==> src/hw/rtl/jss_pkg.sv <==
`timescale 1ns / 1ps

package jss_pkg;

  // Default joystick sample width
  localparam int SAMPLE_BITS = 12;

  // Angles in 1/64 degree, duty on a 14-bit scale
  localparam int ANGLE_W = 14;
  localparam int DUTY_W  = 14;

  // Configuration port
  localparam int CFG_W     = 12;
  localparam int CFG_IDX_W = 3;

  // Angle limits: 50, 130 and 90 degrees, and their sum for axis inversion
  localparam logic [ANGLE_W-1:0] ANG_MIN    = 14'd3200;
  localparam logic [ANGLE_W-1:0] ANG_MAX    = 14'd8320;
  localparam logic [ANGLE_W-1:0] ANG_MID    = 14'd5760;
  localparam logic [ANGLE_W-1:0] ANG_MIRROR = 14'd11520;

  // duty = floor((a + 2880) * 16383 / 115200), with 115200 = 512 * 225
  localparam logic [ANGLE_W-1:0] DUTY_BIAS  = 14'd2880;
  localparam int                 DUTY_SHIFT = 19;
  localparam int                 DUTY_DIV   = 225;
  localparam int                 DUTY_RECIP = (1 << DUTY_SHIFT) / DUTY_DIV;

  // Operation codes
  localparam logic OP_SAMPLE = 1'b0;
  localparam logic OP_TICK   = 1'b1;

  // Register indexes
  typedef enum logic [CFG_IDX_W-1:0] {
    REG_FILTER_GAIN = 3'd0,
    REG_DEADZONE    = 3'd1,
    REG_SLEW_STEP   = 3'd2,
    REG_SNAP        = 3'd3,
    REG_TRIM_X      = 3'd4,
    REG_TRIM_Y      = 3'd5
  } reg_idx_e;

  // Sequencer states
  typedef enum logic [1:0] {
    ST_IDLE,
    ST_MAP,
    ST_FIX,
    ST_DONE
  } seq_state_e;

  // Reset values of the registers
  localparam logic [7:0]  RST_FILTER_GAIN = 8'd31;
  localparam logic [10:0] RST_DEADZONE    = 11'd350;
  localparam logic [9:0]  RST_SLEW_STEP   = 10'd32;
  localparam logic [9:0]  RST_SNAP        = 10'd19;
  localparam logic [11:0] RST_TRIM_X      = 12'hF40;  // -192
  localparam logic [11:0] RST_TRIM_Y      = 12'hD00;  // -768

  // Settings seen by one axis lane
  typedef struct packed {
    logic [7:0]  filter_gain;
    logic [10:0] deadzone_width;
    logic [9:0]  slew_step;
    logic [9:0]  snap_threshold;
    logic [11:0] trim;
  } lane_cfg_t;

  // Step strobes from the sequencer to the lanes
  typedef struct packed {
    logic start;  // transaction accepted: filter or slew
    logic op;     // operation of the transaction in flight
    logic map;    // level to angle estimate, duty numerator
    logic fix;    // goal correction, duty estimate
  } lane_ctrl_t;

endpackage

==> src/hw/rtl/jss_if.sv <==
`timescale 1ns / 1ps

interface jss_in_if import jss_pkg::*; #(
  parameter int SampleBits = SAMPLE_BITS
) ();
  logic                  valid;
  logic                  ready;
  logic                  operation;
  logic [SampleBits-1:0] sample_x;
  logic [SampleBits-1:0] sample_y;

  modport source (output valid, operation, sample_x, sample_y, input ready);
  modport sink   (input valid, operation, sample_x, sample_y, output ready);
endinterface

interface jss_out_if import jss_pkg::*; #(
  parameter int SampleBits = SAMPLE_BITS
) ();
  logic                  valid;
  logic                  ready;
  logic [SampleBits-1:0] level_x;
  logic [SampleBits-1:0] level_y;
  logic [ANGLE_W-1:0]    position_x;
  logic [ANGLE_W-1:0]    position_y;
  logic [DUTY_W-1:0]     duty_x;
  logic [DUTY_W-1:0]     duty_y;

  modport source (output valid, level_x, level_y, position_x, position_y, duty_x, duty_y,
                  input ready);
  modport sink   (input valid, level_x, level_y, position_x, position_y, duty_x, duty_y,
                  output ready);
endinterface

==> src/hw/rtl/joystick_servo_slew_drive.sv <==
`timescale 1ns / 1ps
// Two-axis joystick to servo drive.
// in_i carries one transaction per item: operation 0 with an X/Y pair of
// ADC samples (filter, deadzone, map to a goal angle), or operation 1, a
// tick that slews both angles towards their goals.
// out_o returns one transaction per item: both filtered levels, both
// angles in 1/64 degree and both 14-bit 50 Hz servo duties.
// Registers are written through cfg_we_i / cfg_idx_i / cfg_data_i by the
// user only while the block is idle; the block does not enforce this.
// Indexes above 5 are ignored. Each item runs through the four-step
// sequencer shared by the X and Y lanes (filter or slew, map and duty
// numerator, two reciprocal corrections). Its result passes the MAP,
// FIX and DONE states into the output register, and the next item is
// accepted only after that, so items do not overlap.
// Reset: filters at mid scale, goals and angles at 90 degrees, registers
// at their defaults, no result pending.
// Stall: one result waits in the output register while the next item is
// accepted and worked; that item then holds in its last step until the
// output register is free.
module joystick_servo_slew_drive import jss_pkg::*; #(
  parameter int SampleBits = SAMPLE_BITS
) (
  input  logic                 clk_i,
  input  logic                 rst_ni,
  input  logic                 cfg_we_i,
  input  logic [CFG_IDX_W-1:0] cfg_idx_i,
  input  logic [CFG_W-1:0]     cfg_data_i,
  jss_in_if.sink               in_i,
  jss_out_if.source            out_o
);

  // Configuration registers
  logic [7:0]  filter_gain_q;
  logic [10:0] deadzone_q;
  logic [9:0]  slew_step_q;
  logic [9:0]  snap_q;
  logic [11:0] trim_x_q;
  logic [11:0] trim_y_q;

  always_ff @(posedge clk_i or negedge rst_ni) begin
    if (!rst_ni) begin
      filter_gain_q <= RST_FILTER_GAIN;
      deadzone_q    <= RST_DEADZONE;
      slew_step_q   <= RST_SLEW_STEP;
      snap_q        <= RST_SNAP;
      trim_x_q      <= RST_TRIM_X;
      trim_y_q      <= RST_TRIM_Y;
    end else if (cfg_we_i) begin
      unique case (reg_idx_e'(cfg_idx_i))
        REG_FILTER_GAIN: filter_gain_q <= cfg_data_i[7:0];
        REG_DEADZONE:    deadzone_q    <= cfg_data_i[10:0];
        REG_SLEW_STEP:   slew_step_q   <= cfg_data_i[9:0];
        REG_SNAP:        snap_q        <= cfg_data_i[9:0];
        REG_TRIM_X:      trim_x_q      <= cfg_data_i;
        REG_TRIM_Y:      trim_y_q      <= cfg_data_i;
        default: begin
        end
      endcase
    end
  end

  // Sequencer
  seq_state_e state_q, state_d;
  logic       op_q;
  logic       accept;
  logic       in_ready;
  logic       load;
  logic       free;
  lane_ctrl_t ctrl;

  assign accept = in_i.valid && in_ready;

  always_comb begin
    state_d  = state_q;
    in_ready = 1'b0;
    load     = 1'b0;
    unique case (state_q)
      ST_IDLE: begin
        in_ready = 1'b1;
        if (in_i.valid) begin
          state_d = ST_MAP;
        end
      end
      ST_MAP: state_d = ST_FIX;
      ST_FIX: state_d = ST_DONE;
      ST_DONE: begin
        if (free) begin
          load    = 1'b1;
          state_d = ST_IDLE;
        end
      end
      default: state_d = ST_IDLE;
    endcase
  end

  always_ff @(posedge clk_i or negedge rst_ni) begin
    if (!rst_ni) begin
      state_q <= ST_IDLE;
      op_q    <= OP_SAMPLE;
    end else begin
      state_q <= state_d;
      if (accept) begin
        op_q <= in_i.operation;
      end
    end
  end

  assign in_i.ready = in_ready;

  always_comb begin
    ctrl.start = accept;
    ctrl.op    = accept ? in_i.operation : op_q;
    ctrl.map   = (state_q == ST_MAP);
    ctrl.fix   = (state_q == ST_FIX);
  end

  // Lane settings
  lane_cfg_t cfg_x, cfg_y;

  always_comb begin
    cfg_x.filter_gain    = filter_gain_q;
    cfg_x.deadzone_width = deadzone_q;
    cfg_x.slew_step      = slew_step_q;
    cfg_x.snap_threshold = snap_q;
    cfg_x.trim           = trim_x_q;
    cfg_y                = cfg_x;
    cfg_y.trim           = trim_y_q;
  end

  // Axis lanes
  logic [SampleBits-1:0] level_x, level_y;
  logic [ANGLE_W-1:0]    position_x, position_y;
  logic [DUTY_W-1:0]     duty_x, duty_y;

  jss_lane #(.SampleBits(SampleBits)) u_lane_x (
    .clk_i      (clk_i),
    .rst_ni     (rst_ni),
    .ctrl_i     (ctrl),
    .cfg_i      (cfg_x),
    .invert_i   (1'b1),
    .sample_i   (in_i.sample_x),
    .level_o    (level_x),
    .position_o (position_x),
    .duty_o     (duty_x)
  );

  jss_lane #(.SampleBits(SampleBits)) u_lane_y (
    .clk_i      (clk_i),
    .rst_ni     (rst_ni),
    .ctrl_i     (ctrl),
    .cfg_i      (cfg_y),
    .invert_i   (1'b0),
    .sample_i   (in_i.sample_y),
    .level_o    (level_y),
    .position_o (position_y),
    .duty_o     (duty_y)
  );

  // Output register
  jss_merge #(.SampleBits(SampleBits)) u_merge (
    .clk_i        (clk_i),
    .rst_ni       (rst_ni),
    .load_i       (load),
    .free_o       (free),
    .level_x_i    (level_x),
    .level_y_i    (level_y),
    .position_x_i (position_x),
    .position_y_i (position_y),
    .duty_x_i     (duty_x),
    .duty_y_i     (duty_y),
    .out_o        (out_o)
  );

endmodule

==> src/hw/rtl/jss_lane.sv <==
`timescale 1ns / 1ps

module jss_lane import jss_pkg::*; #(
  parameter int SampleBits = SAMPLE_BITS
) (
  input  logic                  clk_i,
  input  logic                  rst_ni,
  input  lane_ctrl_t            ctrl_i,
  input  lane_cfg_t             cfg_i,
  input  logic                  invert_i,
  input  logic [SampleBits-1:0] sample_i,
  output logic [SampleBits-1:0] level_o,
  output logic [ANGLE_W-1:0]    position_o,
  output logic [DUTY_W-1:0]     duty_o
);

  localparam int SmW  = SampleBits + 8;   // smoothed value, 8 fraction bits
  localparam int NW   = SampleBits + 13;  // level * 5120
  localparam int DzW  = ((SampleBits > 11) ? SampleBits : 11) + 1;
  localparam int RcW  = 14;
  localparam longint unsigned FullScale = (64'd1 << SampleBits) - 64'd1;
  localparam logic [RcW-1:0]  MapRecip  = RcW'((64'd1 << NW) / FullScale);
  localparam logic [SampleBits-1:0] Mid = {1'b1, {(SampleBits-1){1'b0}}};
  localparam logic [11:0]     DutyRecip = 12'(DUTY_RECIP);

  // Axis state
  logic [SmW-1:0]     smooth_q, smooth_d;
  logic [ANGLE_W-1:0] goal_q, goal_d;
  logic [ANGLE_W-1:0] angle_q, angle_d;

  // Pipeline payload
  logic [NW-1:0]  n_q;
  logic [RcW-1:0] mq_q;
  logic           dead_q;
  logic [18:0]    dx_q;
  logic [11:0]    dq_q;

  // Filter: s' = s + floor(g * ((v << 8) - s) / 256)
  logic signed [SmW:0]   sm_diff;
  logic signed [SmW+9:0] sm_prod;
  logic signed [SmW+1:0] sm_step;
  logic [SmW+1:0]        sm_sum;

  always_comb begin
    sm_diff  = $signed({1'b0, sample_i, 8'h00}) - $signed({1'b0, smooth_q});
    sm_prod  = sm_diff * $signed({1'b0, cfg_i.filter_gain});
    sm_step  = sm_prod[SmW+9:8];
    sm_sum   = unsigned'($signed({2'b00, smooth_q}) + sm_step);
    smooth_d = sm_sum[SmW-1:0];
  end

  // Slew: snap when close, else step towards the goal without passing it
  logic signed [ANGLE_W:0] sl_diff;
  logic [ANGLE_W:0]        sl_abs;
  logic [ANGLE_W:0]        sl_up;
  logic signed [ANGLE_W:0] sl_dn;

  always_comb begin
    sl_diff = $signed({1'b0, goal_q}) - $signed({1'b0, angle_q});
    sl_abs  = sl_diff[ANGLE_W] ? unsigned'(-sl_diff) : unsigned'(sl_diff);
    sl_up   = {1'b0, angle_q} + {5'b00000, cfg_i.slew_step};
    sl_dn   = $signed({1'b0, angle_q}) - $signed({5'b00000, cfg_i.slew_step});
    priority if (sl_abs < {5'b00000, cfg_i.snap_threshold}) begin
      angle_d = goal_q;
    end else if (angle_q < goal_q) begin
      angle_d = (sl_up > {1'b0, goal_q}) ? goal_q : sl_up[ANGLE_W-1:0];
    end else if (angle_q > goal_q) begin
      angle_d = (sl_dn < $signed({1'b0, goal_q})) ? goal_q : sl_dn[ANGLE_W-1:0];
    end else begin
      angle_d = angle_q;
    end
  end

  // Map step: deadzone test and level * 5120 / FullScale estimate (low by at most one)
  logic [SampleBits-1:0] level;
  logic [SampleBits-1:0] dz_dist;
  logic [NW-1:0]         n_val;
  logic [NW+RcW-1:0]     n_prod;

  always_comb begin
    level   = smooth_q[SmW-1:8];
    dz_dist = (level >= Mid) ? (level - Mid) : (Mid - level);
    n_val   = NW'({level, 12'h000}) + NW'({level, 10'h000});
    n_prod  = NW'(n_val) * (NW+RcW)'(MapRecip);
  end

  // Duty numerator: clamp angle plus trim, then ((a + 2880) * 16383) >> 9
  logic signed [15:0] a_sum;
  logic [ANGLE_W-1:0] a_clamp;
  logic [ANGLE_W-1:0] a_bias;
  logic [27:0]        a_scaled;

  always_comb begin
    a_sum = $signed({2'b00, angle_q}) + $signed({{4{cfg_i.trim[11]}}, cfg_i.trim});
    priority if (a_sum < $signed({2'b00, ANG_MIN})) begin
      a_clamp = ANG_MIN;
    end else if (a_sum > $signed({2'b00, ANG_MAX})) begin
      a_clamp = ANG_MAX;
    end else begin
      a_clamp = a_sum[ANGLE_W-1:0];
    end
    a_bias   = a_clamp + DUTY_BIAS;
    a_scaled = {a_bias, 14'h0000} - 28'(a_bias);
  end

  // Fix step: correct the map quotient, mirror for an inverted axis
  logic [NW+1:0]      m_rem;
  logic [RcW-1:0]     m_q;
  logic [ANGLE_W-1:0] m_ang;
  logic [30:0]        d_prod;

  always_comb begin
    m_rem  = (NW+2)'(n_q) + (NW+2)'(mq_q) - ((NW+2)'(mq_q) << SampleBits);
    m_q    = (m_rem >= (NW+2)'(FullScale)) ? mq_q + 1'b1 : mq_q;
    m_ang  = ANG_MIN + m_q;
    d_prod = 31'(dx_q) * 31'(DutyRecip);
    goal_d = goal_q;
    if (ctrl_i.op == OP_SAMPLE) begin
      if (dead_q) begin
        goal_d = ANG_MID;
      end else begin
        goal_d = invert_i ? (ANG_MIRROR - m_ang) : m_ang;
      end
    end
  end

  // Final duty correction
  logic [19:0] d_rem;

  always_comb begin
    d_rem  = 20'(dx_q) - 20'(dq_q) * 20'(DUTY_DIV);
    duty_o = (d_rem >= 20'(DUTY_DIV)) ? DUTY_W'(dq_q + 1'b1) : DUTY_W'(dq_q);
  end

  // Axis state registers
  always_ff @(posedge clk_i or negedge rst_ni) begin
    if (!rst_ni) begin
      smooth_q <= {Mid, 8'h00};
      goal_q   <= ANG_MID;
      angle_q  <= ANG_MID;
    end else begin
      if (ctrl_i.start) begin
        if (ctrl_i.op == OP_SAMPLE) begin
          smooth_q <= smooth_d;
        end else begin
          angle_q <= angle_d;
        end
      end
      if (ctrl_i.fix) begin
        goal_q <= goal_d;
      end
    end
  end

  // Advance pipeline payload
  always_ff @(posedge clk_i) begin
    if (ctrl_i.map) begin
      n_q    <= n_val;
      mq_q   <= n_prod[NW+RcW-1:NW];
      dead_q <= (DzW'(dz_dist) < DzW'(cfg_i.deadzone_width));
      dx_q   <= a_scaled[27:9];
    end
    if (ctrl_i.fix) begin
      dq_q <= d_prod[30:19];
    end
  end

  assign level_o    = level;
  assign position_o = angle_q;

endmodule

==> src/hw/rtl/jss_merge.sv <==
`timescale 1ns / 1ps

module jss_merge import jss_pkg::*; #(
  parameter int SampleBits = SAMPLE_BITS
) (
  input  logic                  clk_i,
  input  logic                  rst_ni,
  input  logic                  load_i,
  output logic                  free_o,
  input  logic [SampleBits-1:0] level_x_i,
  input  logic [SampleBits-1:0] level_y_i,
  input  logic [ANGLE_W-1:0]    position_x_i,
  input  logic [ANGLE_W-1:0]    position_y_i,
  input  logic [DUTY_W-1:0]     duty_x_i,
  input  logic [DUTY_W-1:0]     duty_y_i,
  jss_out_if.source             out_o
);

  logic                  valid_q, valid_d;
  logic [SampleBits-1:0] level_x_q, level_y_q;
  logic [ANGLE_W-1:0]    position_x_q, position_y_q;
  logic [DUTY_W-1:0]     duty_x_q, duty_y_q;

  // Register is free when empty or being drained this cycle
  assign free_o = !valid_q || out_o.ready;

  always_comb begin
    valid_d = valid_q;
    if (load_i) begin
      valid_d = 1'b1;
    end else if (out_o.ready) begin
      valid_d = 1'b0;
    end
  end

  always_ff @(posedge clk_i or negedge rst_ni) begin
    if (!rst_ni) begin
      valid_q <= 1'b0;
    end else begin
      valid_q <= valid_d;
    end
  end

  // Join both lanes into one result transaction
  always_ff @(posedge clk_i) begin
    if (load_i) begin
      level_x_q    <= level_x_i;
      level_y_q    <= level_y_i;
      position_x_q <= position_x_i;
      position_y_q <= position_y_i;
      duty_x_q     <= duty_x_i;
      duty_y_q     <= duty_y_i;
    end
  end

  assign out_o.valid      = valid_q;
  assign out_o.level_x    = level_x_q;
  assign out_o.level_y    = level_y_q;
  assign out_o.position_x = position_x_q;
  assign out_o.position_y = position_y_q;
  assign out_o.duty_x     = duty_x_q;
  assign out_o.duty_y     = duty_y_q;

endmodule

==> src/flat_wrapper.sv <==
// flat-port wrapper written by rule: the top's interface ports become plain ports
module joystick_servo_slew_drive_flat import jss_pkg::*;
#(
  parameter int SampleBits = SAMPLE_BITS
)
  (clk_i, rst_ni, cfg_we_i, cfg_idx_i, cfg_data_i, in_i_valid, in_i_operation, in_i_sample_x, in_i_sample_y, in_i_ready, out_o_valid, out_o_level_x, out_o_level_y, out_o_position_x, out_o_position_y, out_o_duty_x, out_o_duty_y, out_o_ready);
  jss_in_if #(.SampleBits(SampleBits)) in_i_i ();
  jss_out_if #(.SampleBits(SampleBits)) out_o_i ();
  input  logic clk_i;
  input  logic rst_ni;
  input  logic cfg_we_i;
  input  logic [CFG_IDX_W-1:0] cfg_idx_i;
  input  logic [CFG_W-1:0] cfg_data_i;
  input wire logic [$bits(in_i_i.valid)-1:0] in_i_valid;
  input wire logic [$bits(in_i_i.operation)-1:0] in_i_operation;
  input wire logic [$bits(in_i_i.sample_x)-1:0] in_i_sample_x;
  input wire logic [$bits(in_i_i.sample_y)-1:0] in_i_sample_y;
  output wire logic [$bits(in_i_i.ready)-1:0] in_i_ready;
  output wire logic [$bits(out_o_i.valid)-1:0] out_o_valid;
  output wire logic [$bits(out_o_i.level_x)-1:0] out_o_level_x;
  output wire logic [$bits(out_o_i.level_y)-1:0] out_o_level_y;
  output wire logic [$bits(out_o_i.position_x)-1:0] out_o_position_x;
  output wire logic [$bits(out_o_i.position_y)-1:0] out_o_position_y;
  output wire logic [$bits(out_o_i.duty_x)-1:0] out_o_duty_x;
  output wire logic [$bits(out_o_i.duty_y)-1:0] out_o_duty_y;
  input wire logic [$bits(out_o_i.ready)-1:0] out_o_ready;
  assign in_i_i.valid = in_i_valid;
  assign in_i_i.operation = in_i_operation;
  assign in_i_i.sample_x = in_i_sample_x;
  assign in_i_i.sample_y = in_i_sample_y;
  assign in_i_ready = in_i_i.ready;
  assign out_o_valid = out_o_i.valid;
  assign out_o_level_x = out_o_i.level_x;
  assign out_o_level_y = out_o_i.level_y;
  assign out_o_position_x = out_o_i.position_x;
  assign out_o_position_y = out_o_i.position_y;
  assign out_o_duty_x = out_o_i.duty_x;
  assign out_o_duty_y = out_o_i.duty_y;
  assign out_o_i.ready = out_o_ready;
  joystick_servo_slew_drive #(.SampleBits(SampleBits)) u_core (.clk_i(clk_i), .rst_ni(rst_ni), .cfg_we_i(cfg_we_i), .cfg_idx_i(cfg_idx_i), .cfg_data_i(cfg_data_i), .in_i(in_i_i), .out_o(out_o_i));
endmodule
==> config.mk <==
export PLATFORM = sky130hd
export DESIGN_NAME = joystick_servo_slew_drive_flat
export DESIGN_NICKNAME = d
export VERILOG_FILES = /design/src/hw/rtl/jss_pkg.sv /design/src/hw/rtl/jss_if.sv /design/src/hw/rtl/joystick_servo_slew_drive.sv /design/src/hw/rtl/jss_lane.sv /design/src/hw/rtl/jss_merge.sv /design/src/flat_wrapper.sv
export SDC_FILE = /design/constraint.sdc
export NUM_CORES = 2
export LEC_CHECK = 0
export ABC_CLOCK_PERIOD_IN_PS = 12700
export BUFFER_PORTS_ARGS = -buffer_cell sky130_fd_sc_hd__buf_4
export CAP_MARGIN = 20
export CORE_MARGIN = 8
export CORE_UTILIZATION = 45
export CTS_BUF_LIST = sky130_fd_sc_hd__clkbuf_8
export CTS_CLUSTER_DIAMETER = 60
export CTS_CLUSTER_SIZE = 30
export DETAILED_ROUTE_END_ITERATION = 8
export PLACE_DENSITY_LB_ADDON = 0.12
export SKIP_CTS_REPAIR_TIMING = 1
export SYNTH_ARGS = -nofsm -noshare
export SYNTH_HDL_FRONTEND = slang
export SYNTH_HIERARCHICAL = 1
export SYNTH_SLANG_ARGS = --single-unit
==> constraint.sdc <==
create_clock -name clk_i -period 12.7 [get_ports clk_i]
set_input_delay 1.905 -clock clk_i [delete_from_list [all_inputs] [get_ports clk_i]]
set_output_delay 1.905 -clock clk_i [all_outputs]
set_load 0.1 [all_outputs]
==> metrics.cfg <==
[die]
fp.dieH_um=362.1
core_area_um2=119300
rows=127
dieArea_um2=131100
die_w_um=362.1
io_pins=127
start_util=0.4517

[sta]
fin_crit_ns=9.942
skew_ns=0.06421
setup_slack_ns=2.758
rsz0062_at_grt=false
hold_viol=0
max-slew-margin-rel=0.1943
fmax_mhz=100.6
finalSetupTns_ns=0
tightest_slew_ns=1.201
slew_viol_final=0
fin_crit_sh=0.7829
setup_viol=0
holdWs_ns=0.5116

[synth]
yosysMostFrequentCell=inv_1
synth_common_cells=993 x inv_1, 903 x ha_1, 410 x fa_1
yosysTopAreaCellShare=0.2096
avgSynthCellArea_um2=9.112
synthesis.area_um2=53910
synth_area_leaders=ha_1 21%, fa_1 15%, edfxtp_1 11%
ys.flop_type=edfxtp_1
postSynth.asyncResetShare=0.4466
synth-warning-count=6
seq_area_frac_synth=0.1891
synth-seq-cells=365
synth-edff-count=202
synthCells=5916
netlist-cell-type-count=113
yosysTopAreaCell=ha_1

[cts]
cts_made_buffers=54
cts.sinks=365
cts_tree=built
cts-htree-levels=2
cts.path.max_buffers=3
clk_pin_slew_ns=0.09
clk_latency_ns=0.77
clockRootBuffer=clkbuf_8

[global_route]
grt_use_total=0.2037
grt_pass1_vias=41290
antenna_found_initial=7
grt_pass1_wl_um=219500
overflow=0
grt_start_max_net_pins=69

[layout]
drive_gt1_frac=0.07537
multi_input_area_um2=39370
nets=7350
nFillCells=11460
seqCellArea_um2=10200
utilization=0.4843
area_delta_synth_final_pct=7.202

[placement]
place_ws_ns=2.018
globalplace.congestion=0.8613
io_buffers=126
dp_hpwl_um=109800

[outcome]
status=finished, final reports clean

[detailed_routing]
avgRoutedWirePerCell_um=17.71
met2_length_um=62650
top_layer=met5
drc=0
drt-met1-wl_um=64280
vias_per_cell=5.347
finalWirelength_um=135500
drtIter0Drc=2392
wl_met3_um=5532
dr_total_vias=40910
postRouteAntennaNets=0
drt_pass1_iterations=7

[worst_setup_path]
crit_path_start_kind=primary input
critPathSlowestCell=o41ai_1
critical-path-max-stage-delay_ns=0.57
cp.arrival_ns=10.60
end_kind=register
crit_top_cell=fa_1
crit_fanout=8
critical_path_required_ns=13.36
criticalPathCategory=in2reg

[min_path]
hold_class=reg2reg

[run]
maxCapViolCount=0

## registers in the layout, indices dropped and copies added (netlist names), 15 cells and up
signal and cells:
u_core/u_lane_y/n_q 15, u_core/u_lane_x/n_q 15, u_core/u_lane_y/dx_q 19, u_core/u_lane_x/dx_q 19, u_core/u_lane_y/smooth_q 20, u_core/u_lane_x/smooth_q 20
## layer usage
metal,up-vias,global-route usage
met1,19800,0.2796
met3,158,0.02503
met4,2,0.04837
met2,685,0.3422
li1,20270,-
met5,-,0
## critical path: cells and delay by family
| kind | cells | cell delay [ns] |
|---|---|---|
| AOI/OAI and AO/OA | 14 | 2.88 |
| xor gates and xnor gates | 3 | 0.70 |
| adders and majority gates | 7 | 2.78 |
| buffers and inverters | 4 | 0.28 |
| and+or+nand+nor | 8 | 2.06 |
## final timing paths
| kind | startpoint | to | slack, ns | depth (start not counted) |
|---|---|---|---|---|
| worst max-delay path | in_i_sample_x[0] | u_core/u_lane_x/smooth_q[19]$_DFFE_PN1P_ | 2.76 | 36 |
| worst min register to register | u_core/u_lane_x/dead_q$_DFFE_PP_ | u_core/u_lane_x/goal_q[13]$_DFFE_PN0P_ | 0.51 | 1 |
| min in group asynchronous | rst_ni | u_core/u_lane_x/smooth_q[3]$_DFFE_PN0P_ | 1.14 | 1 |
| worst min-delay path | u_core/u_lane_x/dead_q$_DFFE_PP_ | u_core/u_lane_x/goal_q[13]$_DFFE_PN0P_ | 0.51 | 1 |
| max in group asynchronous | rst_ni | u_core/filter_gain_q[7]$_DFFE_PN0P_ | 10.11 | 2 |
| worst max register to register | u_core/u_lane_x/smooth_q[8]$_DFFE_PN0P_ | u_core/u_lane_x/smooth_q[19]$_DFFE_PN1P_ | 3.26 | 36 |
## stage by stage
stage / cell area [um^2] / std cells
floorplan: 53950 / 5926
global placement: 56440 / 7547
detailed placement: 56450 / 7548
CTS: 57790 / 7649
global route: 57790 / 7650
finish: 57790 / 7651
## layout make-up
cell class	instances	share of cell area
timing repair buffer	150	0.01959
sequential	365	0.1765
tap	1612	0.03490
inverter	994	0.06456
multi-input combinational	4427	0.6813
clock inverter	44	0.009570
antenna	2	0.00008660
clock buffer	57	0.01357
## logic make-up after synthesis
kind of cell               count (synthesis)  synth area share
buffers and inverters                   1134           0.08179
xor gates and xnor gates                 414           0.06766
adders and majority gates               1313            0.3618
muxes                                     97           0.01980
other                                      4         0.0002784
DFF                                      365            0.1891
AOI/OAI and AO/OA                       1138            0.1410
and+or+nand+nor                         1451            0.1384
## cells in the final DEF (no fill, tap or decap), types with 41 or more instances in the layout
cell,synthesis,routed
nand3_1,91,91
edfxtp_1,202,202
o21ai_0,210,210
a21o_1,86,86
nand2_1,368,368
nor2_1,279,279
inv_1,993,993
o21bai_1,66,66
ha_1,903,901
buf_4,27,149
nand2b_1,65,65
nor3_1,102,102
nand4_1,52,52
dfstp_2,41,41
xor2_1,104,104
clkbuf_8,0,58
and2_1,209,208
xnor2_1,308,308
nor2b_1,60,60
dfrtp_1,122,121
fa_1,410,410
and3_1,52,52
o21a_1,93,93
a21oi_1,293,293
mux2_2,77,77
Power is left out: the tool's default activity adds up to more than one toggle a clock period on the data nets, which glitch-free logic cannot reach.
